===== src/design/mck_pkg.sv =====
// Shared types, constants and the character code table of the Morse code keyer.
`default_nettype none
package mck_pkg;

	localparam int DOT_W = 10;
	localparam int DUR_W = 13;
	localparam int CFG_DATA_W = 32;
	localparam int CFG_ADDR_W = 3;
	localparam logic [DOT_W-1:0] DOT_RESET = 10'd50;
	localparam int QUEUE_DEPTH = 2;
	localparam logic [2:0] MAX_SYMBOLS = 3'd5;

	// Register index of the dot length register.
	localparam logic REG_DOT_LENGTH = 1'b0;

	typedef struct packed {
		logic [7:0] char_code;
		logic       end_of_message;
	} mck_item_t;

	typedef struct packed {
		logic             pin_level;
		logic [DUR_W-1:0] duration_ms;
		logic             last;
	} mck_result_t;

	// Classified character as handed from the front to the back.
	typedef struct packed {
		logic [2:0] sym_count;
		logic [4:0] symbols;
		logic       is_space;
		logic       eom;
	} mck_desc_t;

	typedef enum logic [2:0] {
		BK_IDLE,
		BK_ON,
		BK_OFF,
		BK_SPACE,
		BK_EOM
	} mck_bk_state_t;

	typedef enum logic [1:0] {
		UNITS_1,
		UNITS_3,
		UNITS_7
	} mck_units_t;

	// Top 3 bits: symbol count; low 5 bits: symbols, first symbol in bit 0, 1 = dash.
	// Codes that are neither a digit nor a capital letter give zero.
	function automatic logic [7:0] code_lookup(input logic [7:0] ch);
		logic [7:0] code;
		code = 8'h00;
		case (ch)
			8'h30: code = 8'hBF;
			8'h31: code = 8'hBE;
			8'h32: code = 8'hBC;
			8'h33: code = 8'hB8;
			8'h34: code = 8'hB0;
			8'h35: code = 8'hA0;
			8'h36: code = 8'hA1;
			8'h37: code = 8'hA3;
			8'h38: code = 8'hA7;
			8'h39: code = 8'hAF;
			8'h41: code = 8'h42;
			8'h42: code = 8'h81;
			8'h43: code = 8'h85;
			8'h44: code = 8'h61;
			8'h45: code = 8'h20;
			8'h46: code = 8'h84;
			8'h47: code = 8'h63;
			8'h48: code = 8'h80;
			8'h49: code = 8'h40;
			8'h4A: code = 8'h8E;
			8'h4B: code = 8'h65;
			8'h4C: code = 8'h82;
			8'h4D: code = 8'h43;
			8'h4E: code = 8'h41;
			8'h4F: code = 8'h67;
			8'h50: code = 8'h86;
			8'h51: code = 8'h8B;
			8'h52: code = 8'h62;
			8'h53: code = 8'h60;
			8'h54: code = 8'h21;
			8'h55: code = 8'h64;
			8'h56: code = 8'h88;
			8'h57: code = 8'h66;
			8'h58: code = 8'h89;
			8'h59: code = 8'h8D;
			8'h5A: code = 8'h83;
			default: code = 8'h00;
		endcase
		return code;
	endfunction

	// State in which the back starts playing a descriptor.
	function automatic mck_bk_state_t first_state(input mck_desc_t d);
		mck_bk_state_t s;
		priority if (d.sym_count != 3'd0) s = BK_ON;
		else if (d.is_space)             s = BK_SPACE;
		else                             s = BK_EOM;
		return s;
	endfunction

endpackage
`default_nettype wire


===== src/design/morse_code_keyer.sv =====
// Top level of the Morse code keyer: configuration register, front, queue and back.
//
// Input channel: one ASCII character per beat (item.char_code) with an end of
// message flag. A beat is taken when push is high and full is low.
// Result channel: one pin segment per beat (level, duration in ms, last flag);
// the oldest segment is on result while empty is low and leaves when pop is high.
// Digits and capitals give one on segment per symbol (1 or 3 dots) each followed
// by a 1-dot off gap, the gap after the final symbol being 3 dots; a space gives
// a 3-dot off segment; the end of message flag adds a 7-dot off segment. Other
// characters give nothing and, without the end of message flag, are dropped by the front right away.
// When the back is idle, the first segment of a character passes through the queue,
// the back state register and the output register. The back sequencer emits at most
// one segment per cycle through a single output register; a character has up to 11
// segments, and it is loaded in a separate idle state when the back had gone idle.
// A short queue lets characters come in while the back is still playing.
// When the receiver stalls, the output register holds its segment and the back
// waits; once the queue fills, full rises and the input stalls in turn.
// Reset empties the queue and the output and sets the dot length to 50 ms.
// The dot length register (byte address 0) may only be written while idle.
`default_nettype none
module morse_code_keyer #(
	parameter int QUEUE_DEPTH = mck_pkg::QUEUE_DEPTH
) (
	input  wire                  logic clk,
	input  wire                  logic arst_n,
	input  wire                  logic push,
	output logic                       full,
	input  wire                  mck_pkg::mck_item_t item,
	output logic                       empty,
	input  wire                  logic pop,
	output mck_pkg::mck_result_t       result,
	input  wire                  logic psel,
	input  wire                  logic penable,
	input  wire                  logic pwrite,
	input  wire                  logic [mck_pkg::CFG_ADDR_W-1:0] paddr,
	input  wire                  logic [mck_pkg::CFG_DATA_W-1:0] pwdata,
	output logic                       [mck_pkg::CFG_DATA_W-1:0] prdata,
	output logic                       pready
);

	logic [mck_pkg::DOT_W-1:0] dot_length_q;
	logic                      reg_sel;
	mck_pkg::mck_desc_t        front_desc;
	mck_pkg::mck_desc_t        back_desc;
	logic                      q_push;
	logic                      q_full;
	logic                      q_pop;
	logic                      q_valid;

	// The register index is the address bit above the word offset.
	assign pready  = 1'b1;
	assign reg_sel = (paddr[mck_pkg::CFG_ADDR_W-1] == mck_pkg::REG_DOT_LENGTH);
	assign prdata  = reg_sel ? {{(mck_pkg::CFG_DATA_W - mck_pkg::DOT_W){1'b0}}, dot_length_q}
	                         : '0;

	always_ff @(posedge clk or negedge arst_n) begin
		if (!arst_n) begin
			dot_length_q <= mck_pkg::DOT_RESET;
		end else if (psel && penable && pwrite && reg_sel) begin
			dot_length_q <= pwdata[mck_pkg::DOT_W-1:0];
		end
	end

	mck_front u_front (
		.push   (push),
		.full   (full),
		.item   (item),
		.q_full (q_full),
		.q_push (q_push),
		.q_desc (front_desc)
	);

	mck_queue #(
		.DEPTH (QUEUE_DEPTH)
	) u_queue (
		.clk     (clk),
		.arst_n  (arst_n),
		.wr_en   (q_push),
		.wr_data (front_desc),
		.full    (q_full),
		.rd_en   (q_pop),
		.rd_data (back_desc),
		.valid   (q_valid)
	);

	mck_back u_back (
		.clk        (clk),
		.arst_n     (arst_n),
		.dot_length (dot_length_q),
		.q_valid    (q_valid),
		.q_desc     (back_desc),
		.q_pop      (q_pop),
		.empty      (empty),
		.pop        (pop),
		.result     (result)
	);

endmodule
`default_nettype wire


===== src/design/mck_front.sv =====
// Front of the keyer: accepts characters and classifies them into descriptors.
`default_nettype none
module mck_front (
	input  wire                logic      push,
	output logic                          full,
	input  wire                mck_pkg::mck_item_t item,
	input  wire                logic      q_full,
	output logic                          q_push,
	output mck_pkg::mck_desc_t            q_desc
);

	logic [7:0] code;
	logic [2:0] count;
	logic       accept;

	assign full   = q_full;
	assign accept = push && !q_full;
	assign code   = mck_pkg::code_lookup(item.char_code);
	assign count  = (code[7:5] > mck_pkg::MAX_SYMBOLS) ? mck_pkg::MAX_SYMBOLS : code[7:5];

	always_comb begin
		q_desc.sym_count = count;
		q_desc.symbols   = code[4:0];
		q_desc.is_space  = (item.char_code == 8'h20);
		q_desc.eom       = item.end_of_message;
	end

	// Characters that give no segment at all never enter the queue.
	assign q_push = accept && ((count != 3'd0) || q_desc.is_space || q_desc.eom);

endmodule
`default_nettype wire


===== src/design/mck_queue.sv =====
// Short queue of classified characters between the front and the back.
`default_nettype none
module mck_queue #(
	parameter int DEPTH = mck_pkg::QUEUE_DEPTH
) (
	input  wire                logic clk,
	input  wire                logic arst_n,
	input  wire                logic wr_en,
	input  wire                mck_pkg::mck_desc_t wr_data,
	output logic                     full,
	input  wire                logic rd_en,
	output mck_pkg::mck_desc_t       rd_data,
	output logic                     valid
);

	localparam int PTR_W = (DEPTH > 1) ? $clog2(DEPTH) : 1;
	localparam int CNT_W = $clog2(DEPTH + 1);
	localparam logic [PTR_W-1:0] LAST_PTR = PTR_W'(DEPTH - 1);
	localparam logic [CNT_W-1:0] DEPTH_CNT = CNT_W'(DEPTH);

	mck_pkg::mck_desc_t  mem_q [DEPTH];
	logic [PTR_W-1:0]    wr_ptr_q;
	logic [PTR_W-1:0]    rd_ptr_q;
	logic [CNT_W-1:0]    count_q;
	logic                do_wr;
	logic                do_rd;

	assign full    = (count_q == DEPTH_CNT);
	assign valid   = (count_q != '0);
	assign do_wr   = wr_en && !full;
	assign do_rd   = rd_en && valid;
	assign rd_data = mem_q[rd_ptr_q];

	always_ff @(posedge clk) begin
		if (do_wr) begin
			mem_q[wr_ptr_q] <= wr_data;
		end
	end

	always_ff @(posedge clk or negedge arst_n) begin
		if (!arst_n) begin
			wr_ptr_q <= '0;
			rd_ptr_q <= '0;
			count_q  <= '0;
		end else begin
			if (do_wr) begin
				wr_ptr_q <= (wr_ptr_q == LAST_PTR) ? '0 : wr_ptr_q + 1'b1;
			end
			if (do_rd) begin
				rd_ptr_q <= (rd_ptr_q == LAST_PTR) ? '0 : rd_ptr_q + 1'b1;
			end
			if (do_wr && !do_rd) begin
				count_q <= count_q + 1'b1;
			end else if (do_rd && !do_wr) begin
				count_q <= count_q - 1'b1;
			end
		end
	end

endmodule
`default_nettype wire


===== src/design/mck_back.sv =====
// Back of the keyer: plays descriptors out as timed pin segments, one per cycle while the receiver keeps popping.
`default_nettype none
module mck_back (
	input  wire                logic clk,
	input  wire                logic arst_n,
	input  wire                logic [mck_pkg::DOT_W-1:0] dot_length,
	input  wire                logic q_valid,
	input  wire                mck_pkg::mck_desc_t q_desc,
	output logic                     q_pop,
	output logic                     empty,
	input  wire                logic pop,
	output mck_pkg::mck_result_t     result
);

	mck_pkg::mck_bk_state_t state_q, state_d;
	logic [4:0]             sym_q;
	logic [2:0]             left_q;
	logic                   eom_q;
	mck_pkg::mck_result_t   out_q;
	logic                   out_valid_q;

	logic                   adv;
	logic                   seg_emit;
	logic                   seg_level;
	logic                   seg_last;
	mck_pkg::mck_units_t    seg_units;
	logic [mck_pkg::DUR_W-1:0] seg_dur;
	logic [mck_pkg::DUR_W-1:0] dot_ext;

	assign adv    = !out_valid_q || pop;
	assign empty  = !out_valid_q;
	assign result = out_q;

	// Segment that the current state emits.
	always_comb begin
		seg_emit  = 1'b1;
		seg_level = 1'b0;
		seg_last  = 1'b0;
		seg_units = mck_pkg::UNITS_1;
		unique case (state_q)
			mck_pkg::BK_IDLE: begin
				seg_emit = 1'b0;
			end
			mck_pkg::BK_ON: begin
				seg_level = 1'b1;
				seg_units = sym_q[0] ? mck_pkg::UNITS_3 : mck_pkg::UNITS_1;
			end
			mck_pkg::BK_OFF: begin
				seg_units = (left_q == 3'd1) ? mck_pkg::UNITS_3 : mck_pkg::UNITS_1;
				seg_last  = (left_q == 3'd1) && !eom_q;
			end
			mck_pkg::BK_SPACE: begin
				seg_units = mck_pkg::UNITS_3;
				seg_last  = !eom_q;
			end
			mck_pkg::BK_EOM: begin
				seg_units = mck_pkg::UNITS_7;
				seg_last  = 1'b1;
			end
			default: begin
				seg_emit = 1'b0;
			end
		endcase
	end

	assign dot_ext = {{(mck_pkg::DUR_W - mck_pkg::DOT_W){1'b0}}, dot_length};

	always_comb begin
		unique case (seg_units)
			mck_pkg::UNITS_1: seg_dur = dot_ext;
			mck_pkg::UNITS_3: seg_dur = (dot_ext << 1) + dot_ext;
			mck_pkg::UNITS_7: seg_dur = (dot_ext << 3) - dot_ext;
			default:          seg_dur = dot_ext;
		endcase
	end

	// Next state and queue pop.
	always_comb begin
		state_d = state_q;
		q_pop   = 1'b0;
		if (state_q == mck_pkg::BK_IDLE) begin
			q_pop   = q_valid;
			state_d = q_valid ? mck_pkg::first_state(q_desc) : mck_pkg::BK_IDLE;
		end else if (adv) begin
			if (seg_last) begin
				q_pop   = q_valid;
				state_d = q_valid ? mck_pkg::first_state(q_desc) : mck_pkg::BK_IDLE;
			end else begin
				unique case (state_q)
					mck_pkg::BK_ON:    state_d = mck_pkg::BK_OFF;
					mck_pkg::BK_OFF:   state_d = (left_q == 3'd1) ? mck_pkg::BK_EOM
					                                               : mck_pkg::BK_ON;
					mck_pkg::BK_SPACE: state_d = mck_pkg::BK_EOM;
					default:           state_d = mck_pkg::BK_IDLE;
				endcase
			end
		end
	end

	always_ff @(posedge clk or negedge arst_n) begin
		if (!arst_n) begin
			state_q     <= mck_pkg::BK_IDLE;
			out_valid_q <= 1'b0;
		end else begin
			state_q <= state_d;
			if (adv) begin
				out_valid_q <= seg_emit;
			end
		end
	end

	always_ff @(posedge clk) begin
		if (q_pop) begin
			sym_q  <= q_desc.symbols;
			left_q <= q_desc.sym_count;
			eom_q  <= q_desc.eom;
		end else if (adv && (state_q == mck_pkg::BK_OFF)) begin
			sym_q  <= sym_q >> 1;
			left_q <= left_q - 3'd1;
		end
		if (adv && seg_emit) begin
			out_q.pin_level   <= seg_level;
			out_q.duration_ms <= seg_dur;
			out_q.last        <= seg_last;
		end
	end

endmodule
`default_nettype wire

===== config.mk =====
export PLATFORM = sky130hd
export DESIGN_NAME = morse_code_keyer
export DESIGN_NICKNAME = d
export VERILOG_FILES = /design/src/design/mck_pkg.sv /design/src/design/morse_code_keyer.sv /design/src/design/mck_front.sv /design/src/design/mck_queue.sv /design/src/design/mck_back.sv
export SDC_FILE = /design/constraint.sdc
export NUM_CORES = 1
export LEC_CHECK = 0
export ABC_AREA = 1
export BUFFER_PORTS_ARGS = -buffer_cell sky130_fd_sc_hd__buf_2
export CORE_UTILIZATION = 46
export CTS_BUF_LIST = sky130_fd_sc_hd__clkbuf_16
export DETAILED_ROUTE_END_ITERATION = 10
export GPL_ROUTABILITY_DRIVEN = 0
export HOLD_SLACK_MARGIN = 0.08
export MAX_ROUTING_LAYER = met4
export PLACE_DENSITY = 0.74
export RECOVER_POWER = 100
export REMOVE_ABC_BUFFERS = 1
export SLEW_MARGIN = 30
export SYNTH_ARGS = -nofsm -noshare
export SYNTH_HDL_FRONTEND = slang
export SYNTH_SLANG_ARGS = --single-unit

===== constraint.sdc =====
create_clock -name clk -period 4.46 [get_ports clk]
set_clock_uncertainty 0.2 [all_clocks]
set_input_delay 0.669 -clock clk [delete_from_list [all_inputs] [get_ports clk]]
set_output_delay 0.669 -clock clk [all_outputs]
set_load 0.02 [all_outputs]

Word level (Yosys, flattened, before mapping). Memory sizes are Yosys's and may differ from the RTL's. Index checks and enable logic that the tools add are counted.

$add $sub $neg: 7. Multiply operators: 0. Divide/modulo/power cells: 0. Order comparisons: 1. Equality and inequality tests: 9. Shifts and indexed selects: 0. Muxes and demuxes: 31. Bitwise operators: 1. Reductions and logical operators: 28.

Operator list (number): $mux W3 (10); $pmux W13 S2 (1); $sub A13 B10 Y13 (1); $add A11 B10 Y12 (1); $logic_and A1 B1 Y1 (12); $mux W1 (11); $mux W10 (1); $mux W5 (2); $pmux W3 S3 (1); $eq A8 B6 Y1 const B (1); $mux W8 (1); $pmux W2 S4 (1); $reduce_bool A2 Y1 (4); $eq A3 B1 Y1 const B (2); $eq A3 B2 Y1 const B (2); $reduce_bool A3 Y1 (2); $logic_not A1 Y1 (5); $eq A2 B2 Y1 const B (2); $mux W2 (2); $reduce_or A4 Y1 (1); $eq A3 B3 Y1 const B (1); $gt A3 B3 Y1 const B (1); $logic_not A3 Y1 (1); $logic_or A1 B1 Y1 (3); other kinds (7) (8).

Bits in registers: 42. Latch bits: 0. Memory bits (writable): 20. ROM bits: 1024. Input port bits: 51. Output and inout port bits: 50. Word-level logic and storage cells: 91. Memories: 2.

Memory list: (name not given) (words 128, bits a word 8, read ports 1, clocked after memory_dff 0, wr ports 0, RTL line mck_pkg.sv:54) `case (ch)`; u_queue.mem_q (words 2, bits a word 10, read ports 1, clocked after memory_dff 0, wr ports 1, RTL line mck_queue.sv:21) `mck_pkg::mck_desc_t mem_q [DEPTH];`.

Logic depth before layout (Yosys ltp). An unclocked memory read counts as a cell.

Depth after elaboration: 13. Mapped depth: 17. Depth with buffers taken out: 17.

Modules after synthesis. From an unflattened synthesis, not the netlist that was laid out.

Cells, all modules: 687. Area, all modules: 4967.3 sq um.

Modules (own cells, without submodules): mck_back (times used 1, cells each 378, area an instance 2583.7 sq um, seq. area each 820.8 sq um); mck_queue (times used 1, cells each 84, area an instance 972.2 sq um, seq. area each 700.7 sq um); mck_front (times used 1, cells each 132, area an instance 729.4 sq um, seq. area each 0.0 sq um); morse_code_keyer (times used 1, cells each 93, area an instance 681.9 sq um, seq. area each 254.0 sq um).

Worst setup path before layout. No wires, ideal clock.

Path kind: input to register. From: in item[2] (netlist bit). To: reg u_queue.count_q[1]. Library setup time: 131 ps. Data arrival time: 2297 ps. Slack: 1832 ps. Stages on the path: 17. Cell sequence: inv_1 -> ha_1 -> inv_1 -> nand2_1 -> nand3_1 -> nand2_1 -> inv_1 -> nand2_1 -> nand2_1 -> a21oi_1 -> nand2_1 -> nand2_1 -> inv_1 -> ha_1 -> a21oi_1 -> o21ai_0 -> xor2_1.

Longest elaborated chain between the ends: 12. Elaborated cells between the ends (all ways): 15. Classes of those cells: order compare (1); eq/ne (1); mux (3); reduce/logical (9); memory (1).

Ends and longest elaborated chain: start: declaration (RTL line morse_code_keyer.sv:28) `input wire mck_pkg::mck_item_t item,`; $mem_v2 Z128 W8; $mux W8 (RTL line mck_pkg.sv:54); $gt A3 B3 Y1 (RTL line mck_front.sv:19) `assign count = (code[7:5] > mck_pkg::MAX_SYMBOLS) ? mck_pkg::MAX_SYMBOLS : code[7:5];`; $mux W3 (RTL line mck_front.sv:19); $reduce_bool A3 Y1 (RTL line mck_front.sv:29) `assign q_push = accept && ((count != 3'd0) || q_desc.is_space || q_desc.eom);`; $logic_or A1 B1 Y1 (*) (2 in series) (RTL line mck_front.sv:29); $logic_and A1 B1 Y1 (*) (RTL line mck_front.sv:29); $logic_and A1 B1 Y1 (*) (RTL line mck_queue.sv:30) `assign do_wr = wr_en && !full;`; net u_queue.do_wr (RTL line mck_queue.sv:25) `logic do_wr;`; $logic_not A1 Y1 (RTL line mck_queue.sv:54) `end else if (do_rd && !do_wr) begin`; $logic_and A1 B1 Y1 (RTL line mck_queue.sv:54); $reduce_bool A2 Y1 (no source line); end signal: assignment (RTL line mck_queue.sv:53) `count_q <= count_q + 1'b1;`; end signal: assignment (RTL line mck_queue.sv:55) `count_q <= count_q - 1'b1;`; end: declaration (RTL line mck_queue.sv:24) `logic [CNT_W-1:0] count_q;`.

The timed path passes the listed nets; every way through them passes the cells marked *. A chain may end at the register's enable or synchronous reset.

Worst setup path after layout.
From: reg u_back.left_q[1]. To: reg u_queue.count_q[1].

Longest elaborated chain between the ends: 10. Elaborated cells between the ends (all ways): 12. Classes of those cells: eq/ne (1); mux (5); reduce/logical (6).

Ends and longest elaborated chain: start: declaration (RTL line mck_back.sv:17) `logic [2:0] left_q;`; start signal: assignment (RTL line mck_back.sv:115) `left_q <= q_desc.sym_count;`; start signal: assignment (RTL line mck_back.sv:119) `left_q <= left_q - 3'd1;`; $eq A3 B1 Y1 (*) (RTL line mck_back.sv:50) `seg_last = (left_q == 3'd1) && !eom_q;`; $logic_and A1 B1 Y1 (*) (RTL line mck_back.sv:50); $pmux W1 S3 (*) (RTL line mck_back.sv:40) `unique case (state_q)`; $mux W1 (*) (RTL line mck_back.sv:85) `if (seg_last) begin`; $mux W1 (*) (RTL line mck_back.sv:84) `end else if (adv) begin`; $mux W1 (*) (RTL line mck_back.sv:81) `if (state_q == mck_pkg::BK_IDLE) begin`; $logic_and A1 B1 Y1 (*) (RTL line mck_queue.sv:31) `assign do_rd = rd_en && valid;`; $logic_not A1 Y1 (RTL line mck_queue.sv:52) `if (do_wr && !do_rd) begin`; $logic_and A1 B1 Y1 (RTL line mck_queue.sv:52); $mux W2 or $reduce_bool A2 Y1 (tied branches).

Every way passes the cells marked *; elsewhere a longest branch is shown, timed or not.

==> impl_metrics.tcl <==
set metrics [dict create \
    route.vias.total 4008 \
    r2r-start "u_back.left_q[1]" \
    grt_setup_unrepaired "no" \
    hold_path.startpoint "u_queue.wr_ptr_q" \
    worst_pin_slew_ps 1200 \
    clockRootBuffer "sky130_fd_sc_hd__clkbuf_16" \
    layout_min_cycle_time_ps 3350 \
    antenna_violations_before_repair 0 \
    critical_path_arrival_ps 3350 \
    finalHoldViolCount 0 \
    post_synth_adder_cell_area_pct 9.43 \
    post_drt_via_cell_ratio 5.15 \
    final_net_count 725 \
    dr.pass1.iters 5 \
    worstRegToRegCells 13 \
    async_flop_share_pct 29.0 \
    ys_dominant_reg_cell "sky130_fd_sc_hd__edfxtp_1" \
    synth_area_per_cell_um2 7.75 \
    synth_top_family_by_area "simple AND/OR/NAND/NOR gates" \
    grt_pass1_vias 3446 \
    crit_path_max_fanout 17 \
    grt_first_pass_wirelength_um 16400 \
    post_route_cells_drive_above_1_share_pct 8.22 \
    largest_net_degree_at_the_start_of_global_routing 21 \
    die_w_um 102 \
    pin_count 101 \
    max_clock_freq_mhz 299 \
    ys_ff_latch 62 \
    die_area_um2 10400 \
    finalMaxSlewViolations 0 \
    floorplan.initialDensity_pct 47.2 \
    yosys_synthesis_warning_count 0 \
    crit_start "u_back.left_q[1]" \
    worst-endpoint-required_ps 4460 \
    crit_path_end_kind "flop" \
    synthXorXnorAreaFrac_pct 0.954 \
    post-cts-setup-buffers 0 \
    final-setup-viol-count 0 \
    yosysSeqAreaShare_pct 38.7 \
    cts_max_path_buffers 2 \
    ctsResizeCount 0 \
    clkLatencyLatePin_ps 330 \
    static-leakage-power_uw 0.00239 \
    critPathLaunchType "flop" \
    clock_tree.htree_level_count 3 \
    outcome "finished clean" \
    areaGrowthSynthToFinish_pct 11.2 \
    dp_hpwl_um 7700 \
    max_slew_headroom_at_the_worst_pin_pct 19.8 \
    antenna_cells_inserted 0 \
    post_synth_inst_count 592 \
    hold_path_class "flop to flop" \
    muxShareOfSynthArea_pct 0.218 \
    flop_to_flop_setup_slack_ps 1110 \
    timing_worst_setup_path_type "flop to flop" \
    detail-route-antenna-nets 0 \
    critical_path.endpoint "u_queue.count_q[1]" \
    fin_tns_setup_ps 0 \
    tritoncts "yes" \
    synth_compound_gate_area_share_pct 14.0 \
    core-area_um2 9730 \
    cts_num_sinks 62 \
    share_of_the_clock_period_used_by_the_worst_path_after_layout_pct 75.1 \
    layout.cells.non_filler 778 \
    cells_after_dpl 762 \
    layout_commonest_cell "sky130_fd_sc_hd__nand2_1" \
    route.detailed.wl_per_inst_um 13.3 \
    num_rows 36 \
    max-vdd-ir-drop_v 0.000278 \
    die_h_um 102 \
    layout.cells.most_common_list "122 x sky130_fd_sc_hd__nand2_1, 80 x sky130_fd_sc_hd__inv_1, 77 x sky130_fd_sc_hd__nor2_1" \
    holdBufCountCts 0 \
    post_synth_instance_area_um2 4590 \
    io_buffers 53 \
    wirelength_um 10300 \
    grt_overflow 0 \
    cts-buffers-inserted 9 \
    number_of_enable_type_register_cells_in_the_synthesized_netlist 44 \
    worst_setup_hold_path_clk_slew_ps 50 \
    grt_util_all_layers_pct 21.2 \
    synth.lib_cells_used.distinct 47 \
    drc_errors_left 0 \
    maxCapViolations 0 \
    critical_path.reg2reg.endpoint "u_queue.count_q[1]" \
    powerDensity_nw_per_um2 654 \
    fraction_of_the_mapped_netlist_area_in_simple_logic_gates_pct 24.2 \
    first_iter_violations 307 \
]
power by group:
group	switching [uW]	leakage (uW)	internal (uW)
logic	1060	0.00160	462
clock network	239	0.000167	537
registers	112	0.000620	930
through the flow:
| step | worst slack (ps) | cell area [um^2] | hold slack [ps] | util [%] | total power, uW |
|---|---|---|---|---|---|
| after global placement | 1340 | 4840 | 253 | 49.8 | 2560 |
| after floorplan | 1830 | 4410 | 173 | - | 2190 |
| final | 1110 | 5100 | 292 | 52.5 | 3340 |
| after detailed placement | 1280 | 4850 | 284 | 49.8 | 2610 |
| after global routing | 786 | 5100 | 307 | 52.5 | 3570 |
| after CTS | 1620 | 5180 | 104 | 53.2 | 3410 |
Yosys cell counts (15+ instances only):
master	instances	share of area, %
sky130_fd_sc_hd__buf_4	24	3.9
sky130_fd_sc_hd__ha_1	33	9.0
sky130_fd_sc_hd__o21ai_0	35	3.8
sky130_fd_sc_hd__nor2_1	76	6.2
sky130_fd_sc_hd__edfxtp_1	44	29
sky130_fd_sc_hd__nand2_1	120	9.8
sky130_fd_sc_hd__inv_1	75	6.1
sky130_fd_sc_hd__a21oi_1	43	4.7
sky130_fd_sc_hd__dfrtp_1	15	8.2
sky130_fd_sc_hd__nand3_1	36	3.9
sequential cells by signal, summed over array words and instances (netlist names):
signal	cells
u_back.result	15
u_queue.count_q	2
u_back.out_valid_q	1
u_back.left_q	3
u_back.state_q	3
u_back.sym_q	5
u_queue.wr_ptr_q	1
u_queue.mem_q	20
u_queue.rd_ptr_q	1
u_back.eom_q	1
dot_length_q	10
cell families (layout without fill, tap and decap cells):
kind of cell	Yosys count	in the layout
mux	1	1
compound gates	109	109
simple gates	261	261
xor+xnor	5	5
other cells	2	23
buf+inv	118	150
flops	62	62
fa+ha+maj	34	34
worst min path at each step:
stage                       end  cells after the start
6_report       u_queue.wr_ptr_q                      2
5_1_grt        u_queue.wr_ptr_q                      2
4_1_cts         dot_length_q[6]                      1
3_5_place_dp   u_queue.wr_ptr_q                      2
3_3_place_gp   u_queue.wr_ptr_q                      2
2_1_floorplan   dot_length_q[0]                      0
cell type report:
class | count | area, um^2
Sequential cell | 62 | 1780
Tap cell | 133 | 166
Clock buffer | 9 | 225
Clock inverter | 7 | 105
Multi-Input combinational cell | 433 | 2300
Timing Repair Buffer | 53 | 228
Inverter | 81 | 307
Fill cell | 934 | 4630
critical path: stages, from the launching register on:
cell,delay [ps]
sky130_fd_sc_hd__edfxtp_1,360
sky130_fd_sc_hd__inv_1,90
sky130_fd_sc_hd__ha_1,140
sky130_fd_sc_hd__nand2_1,110
sky130_fd_sc_hd__a21oi_4,170
sky130_fd_sc_hd__inv_1,100
sky130_fd_sc_hd__o21ai_4,210
sky130_fd_sc_hd__nand2_4,60
sky130_fd_sc_hd__nor2_1,840
sky130_fd_sc_hd__inv_2,170
sky130_fd_sc_hd__ha_1,380
sky130_fd_sc_hd__a21oi_1,130
sky130_fd_sc_hd__o21ai_0,120
sky130_fd_sc_hd__xor2_1,150
routing by layer:
metal / share of wire (%) / wire length (um) / global-route usage (%) / up-vias
met1: 46 / 4770 / 28.8 / 1806
met3: 6.5 / 675 / 3.15 / 28
li1: - / - / - / 2003
met5: 0 / 0 / - / -
met2: 45 / 4630 / 31.5 / 171
met4: 2.3 / 241 / 9.12 / 0
Power figures use the tool's default switching activity.
